--- config.mk ---
export PLATFORM = sky130hd
export DESIGN_NAME = segment_display_led_frame_builder
export DESIGN_NICKNAME = d
export VERILOG_FILES = /design/src/design/sdlfb_pkg.sv /design/src/design/sdlfb_ctrl.sv /design/src/design/sdlfb_dp.sv /design/src/design/segment_display_led_frame_builder.sv
export SDC_FILE = /design/constraint.sdc
export NUM_CORES = 1
export LEC_CHECK = 0
export BUFFER_PORTS_ARGS = -buffer_cell sky130_fd_sc_hd__buf_4
export CORE_ASPECT_RATIO = 1.25
export CORE_UTILIZATION = 45
export CTS_BUF_LIST = sky130_fd_sc_hd__clkbuf_2
export CTS_CLUSTER_DIAMETER = 200
export DETAILED_ROUTE_END_ITERATION = 10
export HOLD_SLACK_MARGIN = 0.15
export SYNTH_ARGS = -nofsm -noshare
export SYNTH_HDL_FRONTEND = slang
export SYNTH_SLANG_ARGS = --single-unit
--- constraint.sdc ---
create_clock -name clk -period 3 [get_ports clk]
set_input_delay 0.3 -clock clk [delete_from_list [all_inputs] [get_ports clk]]
set_output_delay 0.3 -clock clk [all_outputs]
set_load 0.01 [all_outputs]
--- src/design/sdlfb_pkg.sv ---
// shared constants and types of the segment display frame builder
`timescale 1ns / 1ps

package sdlfb_pkg;

  localparam int DIGITS   = 3;
  localparam int SEGMENTS = 7;

  localparam int MASK_W  = 7;
  localparam int LEVEL_W = 8;
  localparam int DIGIT_W = 2;
  localparam int COUNT_W = 8;
  localparam int SEG_W   = (SEGMENTS > 1) ? $clog2(SEGMENTS) : 1;

  localparam logic [LEVEL_W-1:0] COLOR_RESET   = 8'hFF;
  localparam logic [COUNT_W-1:0] STARTUP_RESET = 8'd10;
  localparam logic [COUNT_W-1:0] COUNT_MAX     = 8'hFF;

  // position within one segment's three-byte group
  typedef enum logic [1:0] {
    COLOR_GREEN,
    COLOR_RED,
    COLOR_BLUE
  } color_t;

  // controller to datapath
  typedef struct packed {
    logic               capture;
    logic               emit;
    logic [DIGIT_W-1:0] digit;
    logic [SEG_W-1:0]   seg_bit;
    color_t             color;
    logic               last_digit;
    logic               last_item;
  } dp_cmd_t;

  // datapath to controller
  typedef struct packed {
    logic [DIGITS-1:0] send_now;
    logic              out_room;
  } dp_stat_t;

endpackage

--- src/design/sdlfb_ctrl.sv ---
// controller: walks digits, segments and colors of one transaction
`timescale 1ns / 1ps

module sdlfb_ctrl (
  input  logic              clk,
  input  logic              rst,
  input  logic              in_valid,
  output logic              in_stall,
  input  sdlfb_pkg::dp_stat_t stat,
  output sdlfb_pkg::dp_cmd_t  cmd
);

  import sdlfb_pkg::*;

  typedef enum logic {
    ST_IDLE,
    ST_RUN
  } state_t;

  state_t             state;
  logic [DIGITS-1:0]  pending;
  logic [SEG_W-1:0]   seg_bit;
  color_t             color;
  logic [DIGIT_W-1:0] cur_digit;
  logic               accept;
  logic               last_digit;
  logic               last_item;

  // lowest digit still to send
  always_comb begin
    cur_digit = '0;
    for (int i = DIGITS - 1; i >= 0; i--) begin
      if (pending[i]) begin
        cur_digit = DIGIT_W'(i);
      end
    end
  end

  assign accept     = in_valid && !in_stall;
  assign last_digit = (seg_bit == '0) && (color == COLOR_BLUE);
  assign last_item  = last_digit &&
                      ((pending & (pending - DIGITS'(1))) == '0);

  // command to datapath
  always_comb begin
    cmd.capture    = accept;
    cmd.emit       = (state == ST_RUN) && stat.out_room;
    cmd.digit      = cur_digit;
    cmd.seg_bit    = seg_bit;
    cmd.color      = color;
    cmd.last_digit = last_digit;
    cmd.last_item  = last_item;
  end

  // sequencer state
  always_ff @(posedge clk) begin
    if (rst) begin
      state    <= ST_IDLE;
      in_stall <= 1'b0;
      pending  <= '0;
      seg_bit  <= SEG_W'(SEGMENTS - 1);
      color    <= COLOR_GREEN;
    end else begin
      unique case (state)
        ST_IDLE: begin
          if (accept) begin
            pending <= stat.send_now;
            seg_bit <= SEG_W'(SEGMENTS - 1);
            color   <= COLOR_GREEN;
            if (stat.send_now != '0) begin
              state    <= ST_RUN;
              in_stall <= 1'b1;
            end
          end
        end
        ST_RUN: begin
          if (cmd.emit) begin
            case (color)
              COLOR_GREEN: color <= COLOR_RED;
              COLOR_RED:   color <= COLOR_BLUE;
              default:     color <= COLOR_GREEN;
            endcase
            if (color == COLOR_BLUE) begin
              if (seg_bit != '0) begin
                seg_bit <= seg_bit - SEG_W'(1);
              end else begin
                seg_bit <= SEG_W'(SEGMENTS - 1);
                pending <= pending & ~(DIGITS'(1) << cur_digit);
              end
            end
            if (last_item) begin
              state    <= ST_IDLE;
              in_stall <= 1'b0;
            end
          end
        end
        default: begin
          state    <= ST_IDLE;
          in_stall <= 1'b0;
        end
      endcase
    end
  end

endmodule

--- src/design/sdlfb_dp.sv ---
// datapath: stored copies, start-up counter, byte select and output register
`timescale 1ns / 1ps

module sdlfb_dp (
  input  logic                            clk,
  input  logic                            rst,
  input  logic                            cfg_we,
  input  logic [sdlfb_pkg::COUNT_W-1:0]   cfg_wdata,
  input  logic [sdlfb_pkg::MASK_W-1:0]    digit0_segments,
  input  logic [sdlfb_pkg::MASK_W-1:0]    digit1_segments,
  input  logic [sdlfb_pkg::MASK_W-1:0]    digit2_segments,
  input  logic [sdlfb_pkg::LEVEL_W-1:0]   green_level,
  input  logic [sdlfb_pkg::LEVEL_W-1:0]   red_level,
  input  logic [sdlfb_pkg::LEVEL_W-1:0]   blue_level,
  input  sdlfb_pkg::dp_cmd_t              cmd,
  output sdlfb_pkg::dp_stat_t             stat,
  output logic                            out_valid,
  input  logic                            out_stall,
  output logic [sdlfb_pkg::DIGIT_W-1:0]   digit_index,
  output logic [sdlfb_pkg::LEVEL_W-1:0]   color_byte,
  output logic                            last_of_digit,
  output logic                            last_of_item
);

  import sdlfb_pkg::*;

  logic [COUNT_W-1:0] startup_ticks;
  logic [COUNT_W-1:0] startup_count;
  logic [MASK_W-1:0]  prev_segments [DIGITS];
  logic [LEVEL_W-1:0] prev_green;
  logic [LEVEL_W-1:0] prev_red;
  logic [LEVEL_W-1:0] prev_blue;

  logic [MASK_W-1:0]  mask_q [DIGITS];
  logic [LEVEL_W-1:0] green_q;
  logic [LEVEL_W-1:0] red_q;
  logic [LEVEL_W-1:0] blue_q;
  logic               dark_q;

  logic [MASK_W-1:0]  mask_in [3];
  logic               dark;
  logic               color_changed;
  logic [MASK_W-1:0]  cur_mask;
  logic               lit;
  logic [LEVEL_W-1:0] byte_next;

  assign mask_in[0] = digit0_segments;
  assign mask_in[1] = digit1_segments;
  assign mask_in[2] = digit2_segments;

  // which digits this transaction sends
  assign dark          = (startup_count <= startup_ticks);
  assign color_changed = (green_level != prev_green) || (red_level != prev_red) ||
                         (blue_level != prev_blue);

  always_comb begin
    for (int d = 0; d < DIGITS; d++) begin
      stat.send_now[d] = dark || color_changed || (mask_in[d] != prev_segments[d]);
    end
    stat.out_room = !out_valid || !out_stall;
  end

  // start-up register
  always_ff @(posedge clk) begin
    if (rst) begin
      startup_ticks <= STARTUP_RESET;
    end else if (cfg_we) begin
      startup_ticks <= cfg_wdata;
    end
  end

  // stored copies and start-up counter
  always_ff @(posedge clk) begin
    if (rst) begin
      startup_count <= '0;
      prev_green    <= COLOR_RESET;
      prev_red      <= COLOR_RESET;
      prev_blue     <= COLOR_RESET;
      for (int d = 0; d < DIGITS; d++) begin
        prev_segments[d] <= '0;
      end
    end else if (cmd.capture) begin
      if (dark) begin
        if (startup_count != COUNT_MAX) begin
          startup_count <= startup_count + COUNT_W'(1);
        end
      end else begin
        prev_green <= green_level;
        prev_red   <= red_level;
        prev_blue  <= blue_level;
        for (int d = 0; d < DIGITS; d++) begin
          prev_segments[d] <= mask_in[d];
        end
      end
    end
  end

  // working copy of the accepted transaction
  always_ff @(posedge clk) begin
    if (cmd.capture) begin
      dark_q  <= dark;
      green_q <= green_level;
      red_q   <= red_level;
      blue_q  <= blue_level;
      for (int d = 0; d < DIGITS; d++) begin
        mask_q[d] <= mask_in[d];
      end
    end
  end

  // byte select
  assign cur_mask = mask_q[cmd.digit];
  assign lit      = !dark_q && cur_mask[cmd.seg_bit];

  always_comb begin
    case (cmd.color)
      COLOR_GREEN: byte_next = green_q;
      COLOR_RED:   byte_next = red_q;
      COLOR_BLUE:  byte_next = blue_q;
      default:     byte_next = '0;
    endcase
    if (!lit) begin
      byte_next = '0;
    end
  end

  // output register
  always_ff @(posedge clk) begin
    if (rst) begin
      out_valid <= 1'b0;
    end else if (cmd.emit) begin
      out_valid <= 1'b1;
    end else if (!out_stall) begin
      out_valid <= 1'b0;
    end
  end

  always_ff @(posedge clk) begin
    if (cmd.emit) begin
      digit_index   <= cmd.digit;
      color_byte    <= byte_next;
      last_of_digit <= cmd.last_digit;
      last_of_item  <= cmd.last_item;
    end
  end

endmodule

--- src/design/segment_display_led_frame_builder.sv ---
// top level of the segment display LED frame builder
//
//  channel | handshake           | payload
//  --------+---------------------+----------------------------------------------
//  input   | in_valid / in_stall | digit0..2_segments, green/red/blue_level
//  output  | out_valid/out_stall | digit_index, color_byte, last_of_digit/item
//  config  | cfg_we              | cfg_wdata (startup_ticks)
//
// the byte sequencer emits 21 bytes for each digit sent, seven segments of three
// colors each, one byte per cycle while the output is not stalled.
// rst is synchronous: stored copies go to mask 0 and colors 0xFF, start-up
// count to 0, startup_ticks to 10. an output stall freezes the sequencer;
// in_stall stays high until the last byte of the transaction is registered.
`timescale 1ns / 1ps

module segment_display_led_frame_builder (
  input  logic                            clk,
  input  logic                            rst,
  input  logic                            cfg_we,
  input  logic [sdlfb_pkg::COUNT_W-1:0]   cfg_wdata,
  input  logic                            in_valid,
  output logic                            in_stall,
  input  logic [sdlfb_pkg::MASK_W-1:0]    digit0_segments,
  input  logic [sdlfb_pkg::MASK_W-1:0]    digit1_segments,
  input  logic [sdlfb_pkg::MASK_W-1:0]    digit2_segments,
  input  logic [sdlfb_pkg::LEVEL_W-1:0]   green_level,
  input  logic [sdlfb_pkg::LEVEL_W-1:0]   red_level,
  input  logic [sdlfb_pkg::LEVEL_W-1:0]   blue_level,
  output logic                            out_valid,
  input  logic                            out_stall,
  output logic [sdlfb_pkg::DIGIT_W-1:0]   digit_index,
  output logic [sdlfb_pkg::LEVEL_W-1:0]   color_byte,
  output logic                            last_of_digit,
  output logic                            last_of_item
);

  import sdlfb_pkg::*;

  dp_cmd_t  cmd;
  dp_stat_t stat;

  // sequencer
  sdlfb_ctrl u_ctrl (
    .clk      (clk),
    .rst      (rst),
    .in_valid (in_valid),
    .in_stall (in_stall),
    .stat     (stat),
    .cmd      (cmd)
  );

  // datapath
  sdlfb_dp u_dp (
    .clk             (clk),
    .rst             (rst),
    .cfg_we          (cfg_we),
    .cfg_wdata       (cfg_wdata),
    .digit0_segments (digit0_segments),
    .digit1_segments (digit1_segments),
    .digit2_segments (digit2_segments),
    .green_level     (green_level),
    .red_level       (red_level),
    .blue_level      (blue_level),
    .cmd             (cmd),
    .stat            (stat),
    .out_valid       (out_valid),
    .out_stall       (out_stall),
    .digit_index     (digit_index),
    .color_byte      (color_byte),
    .last_of_digit   (last_of_digit),
    .last_of_item    (last_of_item)
  );

endmodule

==> results of run 1 <==
[worst min path at each step]
stage / endpoint / slack [ps] / depth (start not counted)
2_1_floorplan: u_dp.blue_q[0] / 400 / 0
3_3_place_gp: u_dp.startup_ticks[5] / 480 / 2
3_5_place_dp: u_dp.startup_ticks[6] / 490 / 2
4_1_cts: u_dp.mask_q[1][3] / 300 / 2
5_1_grt: u_dp.green_q[2] / 290 / 2
6_report: u_dp.green_q[2] / 380 / 2
[stage by stage]
stage | worst slack [ps] | power (W) | cells
finish | 363 | 0.00344 | 794
global route | 212 | 0.00360 | 794
CTS | 422 | 0.00348 | 793
detailed placement | 468 | 0.00250 | 692
global placement | 554 | 0.00249 | 692
floorplan | 258 | 0.00232 | 468
[routing by layer]
metal  share of wire, %  track usage, %
met1                 46            24.8
met4                1.2            6.72
met2                 50            33.8
met5                  0               0
met3                3.3            3.97
[repair_timing]
item                                   in CTS  in global routing
gates resized for setup                     0                  0
hold buffers                               69                  0
endpoints found under the hold margin     121                  0
[worst reg2reg max path: stages, from the launching register on]
cell     delay, ps
dfxtp_1        470
inv_1           90
ha_1           300
nand4_1        100
nor2_1          90
a211o_1        370
a21oi_2        900
o32a_1         260
[power by group through the flow]
stage | logic (W) | registers [W] | clock network, W
6_report | 0.000477 | 0.00206 | 0.000908
5_1_grt | 0.000523 | 0.00207 | 0.00101
4_1_cts | 0.000479 | 0.00206 | 0.000938
3_5_place_dp | 0.000402 | 0.00210 | 0
3_3_place_gp | 0.000398 | 0.00210 | 0
2_1_floorplan | 0.000254 | 0.00207 | 0
[sequential cells by signal, summed over array words and instances, names as in the netlist, 2 cells and up]
signal and count:
u_dp.green_q 8, u_ctrl.color 2, u_dp.prev_segments 21, u_dp.digit_index 2, u_dp.prev_green 8, u_dp.prev_red 8, u_ctrl.pending 3, u_dp.startup_ticks 8
u_dp.startup_count 8, u_dp.mask_q 21, u_ctrl.seg_bit 3, u_dp.red_q 8, u_dp.color_byte 8, u_dp.blue_q 8, u_dp.prev_blue 8
[layout by cell type, fill, tap and decap left out, drive strengths merged, types with 22 or more instances in the layout]
cell type / n
dlygate4sd3: 69
dfxtp: 51
clkbuf: 24
edfxtp: 79
nor4: 22
nor2: 32
a21oi: 24
o32a: 24
xor2: 36
buf: 78
and2: 23
[kinds of logic after synthesis]
| group | Yosys count | share of synthesized area (%) |
|---|---|---|
| DFF | 130 | 58.3 |
| muxes | 25 | 5.07 |
| xor gates and xnor gates | 46 | 6.92 |
| adders and majority gates | 12 | 2.53 |
| AOI/OAI and AO/OA | 85 | 11.1 |
| buffers and inverters | 35 | 2.66 |
| and+or+nand+nor | 135 | 13.4 |
[area by class of cell]
type / count / share of cell area (%)
sequential: 130 / 45.9
tap: 168 / 2.84
multi-input combinational: 303 / 30.8
clock inverter: 8 / 0.880
timing repair buffer: 147 / 17.3
antenna: 1 / 0.0338
clock buffer: 24 / 1.62
inverter: 13 / 0.677
==> flow_summary.toml, run 1 <==
[run_status]
status = "completed"

[timing]
setup_tns_ps = 0
relSlewSlack_pct = 23.0
finalCriticalPeriod_ps = 2640
min_period_over_period_pct = 87.9
final.setup_skew_ps = 33.3
setup_viol = 0
fmax_mhz = 379
maxSlewViolCount = 0
hold_ws_ps = 376
worstMarginPinSlew_ps = 1160
finalHoldViolCount = 0
rsz0062_at_grt = "false"

[die]
rows = 46
start_util_pct = 46.0
num_io_pins = 72
core_area_sq_um = 12700
die_area_sq_um = 13400
fp.dieW_microns = 104
die_h_microns = 129

[layout]
syn_to_final_growth_pct = 27.0
multi_input_area_sq_um = 2280
design_area_sq_um = 7400
layout.nets = 681
drive_gt1_share_pct = 20.8
fill_cells = 1063
final_util_pct = 58.4
register_area_sq_um = 3390

[place]
globalplace.congestion = 0.816
dpl_cell_area_sq_um = 6520
port_buffers = 71
place_hpwl_microns = 8450

[global_route]
grt_pass1_wl_microns = 20200
grt_pass1_vias = 4003
overflow = 0
grt_util_all_layers_pct = 19.6
antenna_found_initial = 1
grt_max_degree = 51

[detailed_routing]
drc = 0
drtIter0Drc = 207
wirelength_microns = 12600
vias = 4164
ant_nets = 0
routedWlPerCell_microns = 15.8
drt_first_pass_iters = 4
vias_per_cell = 5.24

[cts]
path_clk_slew_ps = 190
cts_tree = "built"
cts-root-buf = "clkbuf_2"
htree_levels = 4
worst_skew_pair.late_latency_ps = 650
numCtsBuffers = 17
cts_buffer_depth = 2
post_cts_buffers = 0
clock-sinks = 130

[logic_synthesis]
syn-instance-count = 468
synthFlopType = "edfxtp_1"
synth_area_sq_um = 5820
ys_warn_count = 0
synth_edf_count = 79
synth_nets = 537
seq_area_frac_synth_pct = 58.3
synth.distinct_cells = 52
synth.most_common_cell = "edfxtp_1"
ys_top_cells_by_area = "edfxtp_1 (41%), dfxtp_1 (18%), xor2_1 (5.4%)"
synthTopCellsByCount = "edfxtp_1 (79), dfxtp_1 (51), xor2_1 (36)"
async_reset_ff_share_pct = 0
ys_seq_elements = 130
avgSynthCellArea_sq_um = 12.4
post-synth-top-area-cell = "edfxtp_1"
synth_top_area_share_pct = 40.7

[pwr]
combPwrFrac_pct = 13.9
max-vdd-ir-drop_mv = 0.257
p_sw_share_pct = 26.0
p_per_area_nw_per_um2 = 465
clkPwrFrac_pct = 26.4
p_int_w = 0.00255
p_switching_w = 0.000897
pwr-share-seq_pct = 59.8
p_leak_nw = 2.77

[worst_setup_path]
path_depth = 7
endpoint_kind = "flip-flop"
path_max_fanout = 24
cp_top_family = "compound AO/OA/AOI/OAI gates"
worstPathCellList = "inv_1 > ha_1 > nand4_1 > nor2_1 > a211o_1 > a21oi_2 > o32a_1"
max_stage_delay_ps = 900
r2r-end = "u_dp.prev_green[1]"
regToRegSetupSlack_ps = 360
critical_path_class = "reg2reg"
critPathSlowestCell = "a21oi_2"
reg2reg_from = "u_dp.startup_count[0]"
arrival_ps = 3220
start_kind = "flip-flop"
worstSetupStartpoint = "u_dp.startup_count[0]"
cp-endpoint = "u_dp.prev_green[1]"
rr_worst_depth = 7
cp.required_ps = 3590
crit_buf_inv = 1

[min_path]
holdCritPathClass = "in2reg"
hold_start = "green_level[2]"

[run]
drv_cap = 0
Power figures use the tool's default switching activity.
==> run 2, diff against run 1 <==
--- a/config.mk
+++ b/config.mk
@@ -5,11 +5,13 @@
 export SDC_FILE = /design/constraint.sdc
 export NUM_CORES = 1
 export LEC_CHECK = 0
+export ABC_AREA = 1
 export BUFFER_PORTS_ARGS = -buffer_cell sky130_fd_sc_hd__buf_4
 export CORE_ASPECT_RATIO = 1.25
+export CORE_MARGIN = 4
 export CORE_UTILIZATION = 45
 export CTS_BUF_LIST = sky130_fd_sc_hd__clkbuf_2
-export CTS_CLUSTER_DIAMETER = 200
+export CTS_CLUSTER_DIAMETER = 120
 export DETAILED_ROUTE_END_ITERATION = 10
 export HOLD_SLACK_MARGIN = 0.15
 export SYNTH_ARGS = -nofsm -noshare
==> run 2 against run 1 <==
Compared with the run above: routed wire length grew 0.95%; register-to-register slack gained 450 ps; flip-flop and latch count is the same.
==> flow_summary.toml, run 2 <==
[run_status]
status = "completed"

[die]
rows = 46
die_h_microns = 135
core_area_sq_um = 12700
fp.dieW_microns = 110
start_util_pct = 45.8
die_area_sq_um = 14800
num_io_pins = 72

[min_path]
holdCritPathClass = "in2reg"
hold_start = "blue_level[0]"

[worst_setup_path]
cp.required_ps = 3590
arrival_ps = 2850
critical_path_class = "in2reg"
start_kind = "primary input"
regToRegSetupSlack_ps = 810
worstSetupStartpoint = "rst"
cp_top_family = "buffers and inverters"
endpoint_kind = "flip-flop"
critPathSlowestCell = "dlygate4sd3_1"
crit_buf_inv = 5
path_max_fanout = 18
reg2reg_from = "u_dp.startup_count[5]"
path_common_cell = "dlygate4sd3_1"
max_stage_delay_ps = 590
worstPathCellList = "dlygate4sd3_1 > buf_4 > inv_1 > o21ai_0 > dlygate4sd3_1 > a21oi_1 > dlygate4sd3_1"

[logic_synthesis]
ys_seq_elements = 130
seq_area_frac_synth_pct = 58.5
synth_adder_area_share_pct = 2.37
synth_edf_count = 79
synth_top_family_by_area = "simple AND/OR/NAND/NOR gates"
async_reset_ff_share_pct = 0
synthTopCellsByCount = "nand2_1 (122), inv_1 (107), edfxtp_1 (79)"
synth_compound_area_share_pct = 11.0
synthMuxAreaShare_pct = 0
synth_area_sq_um = 5800
synth_top_area_share_pct = 40.9
synthFlopType = "edfxtp_1"
synth.distinct_cells = 37
ys_warn_count = 0
post-synth-top-area-cell = "edfxtp_1"
synth-simple-area-share_pct = 16.9
synth-xor-area-share_pct = 3.17
avgSynthCellArea_sq_um = 9.40
syn-instance-count = 617
ys_top_cells_by_area = "edfxtp_1 (41%), dfxtp_1 (18%), nand2_1 (7.9%)"
synth.most_common_cell = "nand2_1"
synth_nets = 686

[pwr]
combPwrFrac_pct = 21.6
p_per_area_nw_per_um2 = 622
clkPwrFrac_pct = 30.5
pwr-share-seq_pct = 48.0
p_switching_w = 0.00138
p_sw_share_pct = 29.2
max-vdd-ir-drop_mv = 0.395
p_int_w = 0.00335
p_leak_nw = 3.50

[layout]
final_common_cell = "nand2_1"
layout.nets = 842
fill_cells = 1104
n_antenna_cell = 0
final_cell_mix = "nand2_1 (122), inv_1 (107), edfxtp_1 (79), buf_4 (76), dlygate4sd3_1 (71)"
final_util_pct = 60.0
syn_to_final_growth_pct = 31.1
register_area_sq_um = 3390
fin_cells = 954
largest_registers = "u_dp.mask_q: 21 flops, u_dp.prev_segments: 21 flops"
drive_gt1_share_pct = 15.9
multi_input_area_sq_um = 1950

[cts]
cts_tree = "built"
cts-root-buf = "clkbuf_2"
cts_resized = 0
numCtsBuffers = 17
path_clk_slew_ps = 200
cts_buffer_depth = 2
worst_skew_pair.late_latency_ps = 640
htree_levels = 4
clock-sinks = 130

[place]
place_hpwl_microns = 8780
globalplace.congestion = 0.872
dp_cells = 851
port_buffers = 71

[detailed_routing]
drt_first_pass_iters = 5
vias = 4554
vias_per_cell = 4.77
drc = 0
ant_nets = 0
drtIter0Drc = 236
routedWlPerCell_microns = 13.3
wirelength_microns = 12700

[timing]
maxSlewViolCount = 0
min_period_over_period_pct = 75.5
finalCriticalPeriod_ps = 2260
final.setup_skew_ps = 30.6
finalHoldViolCount = 0
worstMarginPinSlew_ps = 713
fmax_mhz = 442
setup_viol = 0
setup_tns_ps = 0
relSlewSlack_pct = 52.4
rsz0062_at_grt = "false"

[global_route]
overflow = 0
grt_pass1_wl_microns = 20900
grt_max_degree = 47
grt_pass1_vias = 4557
grt_util_all_layers_pct = 18.1
antenna_found_initial = 0

[run]
drv_cap = 0
==> run 2: cell count changes after synthesis, sizes merged, moves of 11 or more <==
cell	before	now
nor2b	11	0
a22oi	1	23
mux2i	16	0
a21oi	24	39
inv	12	111
nor2	32	73
nand2	16	123
o32a	24	0
nor4	22	5
xor2	36	12
and2	23	0
==> run 2: timing repair <==
action | CTS | global route
endpoints found under the hold margin | 109 | 0
setup buffers | 0 | 0
setup endpoints to repair | 0 | 0
hold buffers | 71 | 0
==> run 2: path summary, 6_finish.rpt <==
check | cells after the start | end
hold reg to reg | 2 | u_dp.prev_red[2]
setup reg to reg | 9 | u_dp.prev_segments[0][6]
hold / removal | 2 | u_dp.blue_q[0]
setup / recovery | 7 | u_dp.startup_ticks[2]
==> run 2: cell families after synthesis <==
kind of cell,after synthesis
and+or+nand+nor,233
buffers and inverters,121
AOI/OAI and AO/OA,101
adders and majority gates,11
DFF,130
xor gates and xnor gates,21
==> run 2: area by class of cell <==
cell class / count / area share, %
clock inverter: 15 / 3.46
timing repair buffer: 147 / 16.9
sequential: 130 / 44.6
tap: 168 / 2.76
multi-input combinational: 366 / 25.7
clock buffer: 17 / 1.12
inverter: 111 / 5.51
==> run 2: routing by layer <==
layer,global-route usage [%],vias to the layer above,part of all wire (%)
li1,-,2346,-
met3,3.59,9,4.3
met1,22.3,2101,43
met2,31.6,98,52
met4,5.96,0,0.80
met5,0,-,0
==> run 2: power by group through the flow <==
stage	logic [W]	registers, W	clock network [W]
final	0.00102	0.00227	0.00144
after floorplan	0.000592	0.00230	0
after global routing	0.00114	0.00230	0.00155
after CTS	0.00103	0.00227	0.00148
after detailed placement	0.000951	0.00231	0
after global placement	0.000932	0.00230	0
==> run 2: per-stage QoR <==
stage | hold slack [ps] | setup WS (ps) | total power [W] | cell area, sq um
after global placement | 451 | 833 | 0.00323 | 6550
after floorplan | 399 | 517 | 0.00289 | 5810
after global routing | 299 | 606 | 0.00499 | 7600
final | 380 | 736 | 0.00473 | 7600
after detailed placement | 461 | 770 | 0.00326 | 6550
after CTS | 291 | 768 | 0.00478 | 7600
==> run 2: worst register-to-register path, stage by stage, from the launching register on <==
cell	delay, ps
dfxtp_1	380
ha_1	310
a21oi_1	150
nor2_1	50
nor3_1	160
nand2_1	100
nand3_1	100
nor2_1	60
inv_1	520
nor2_1	110
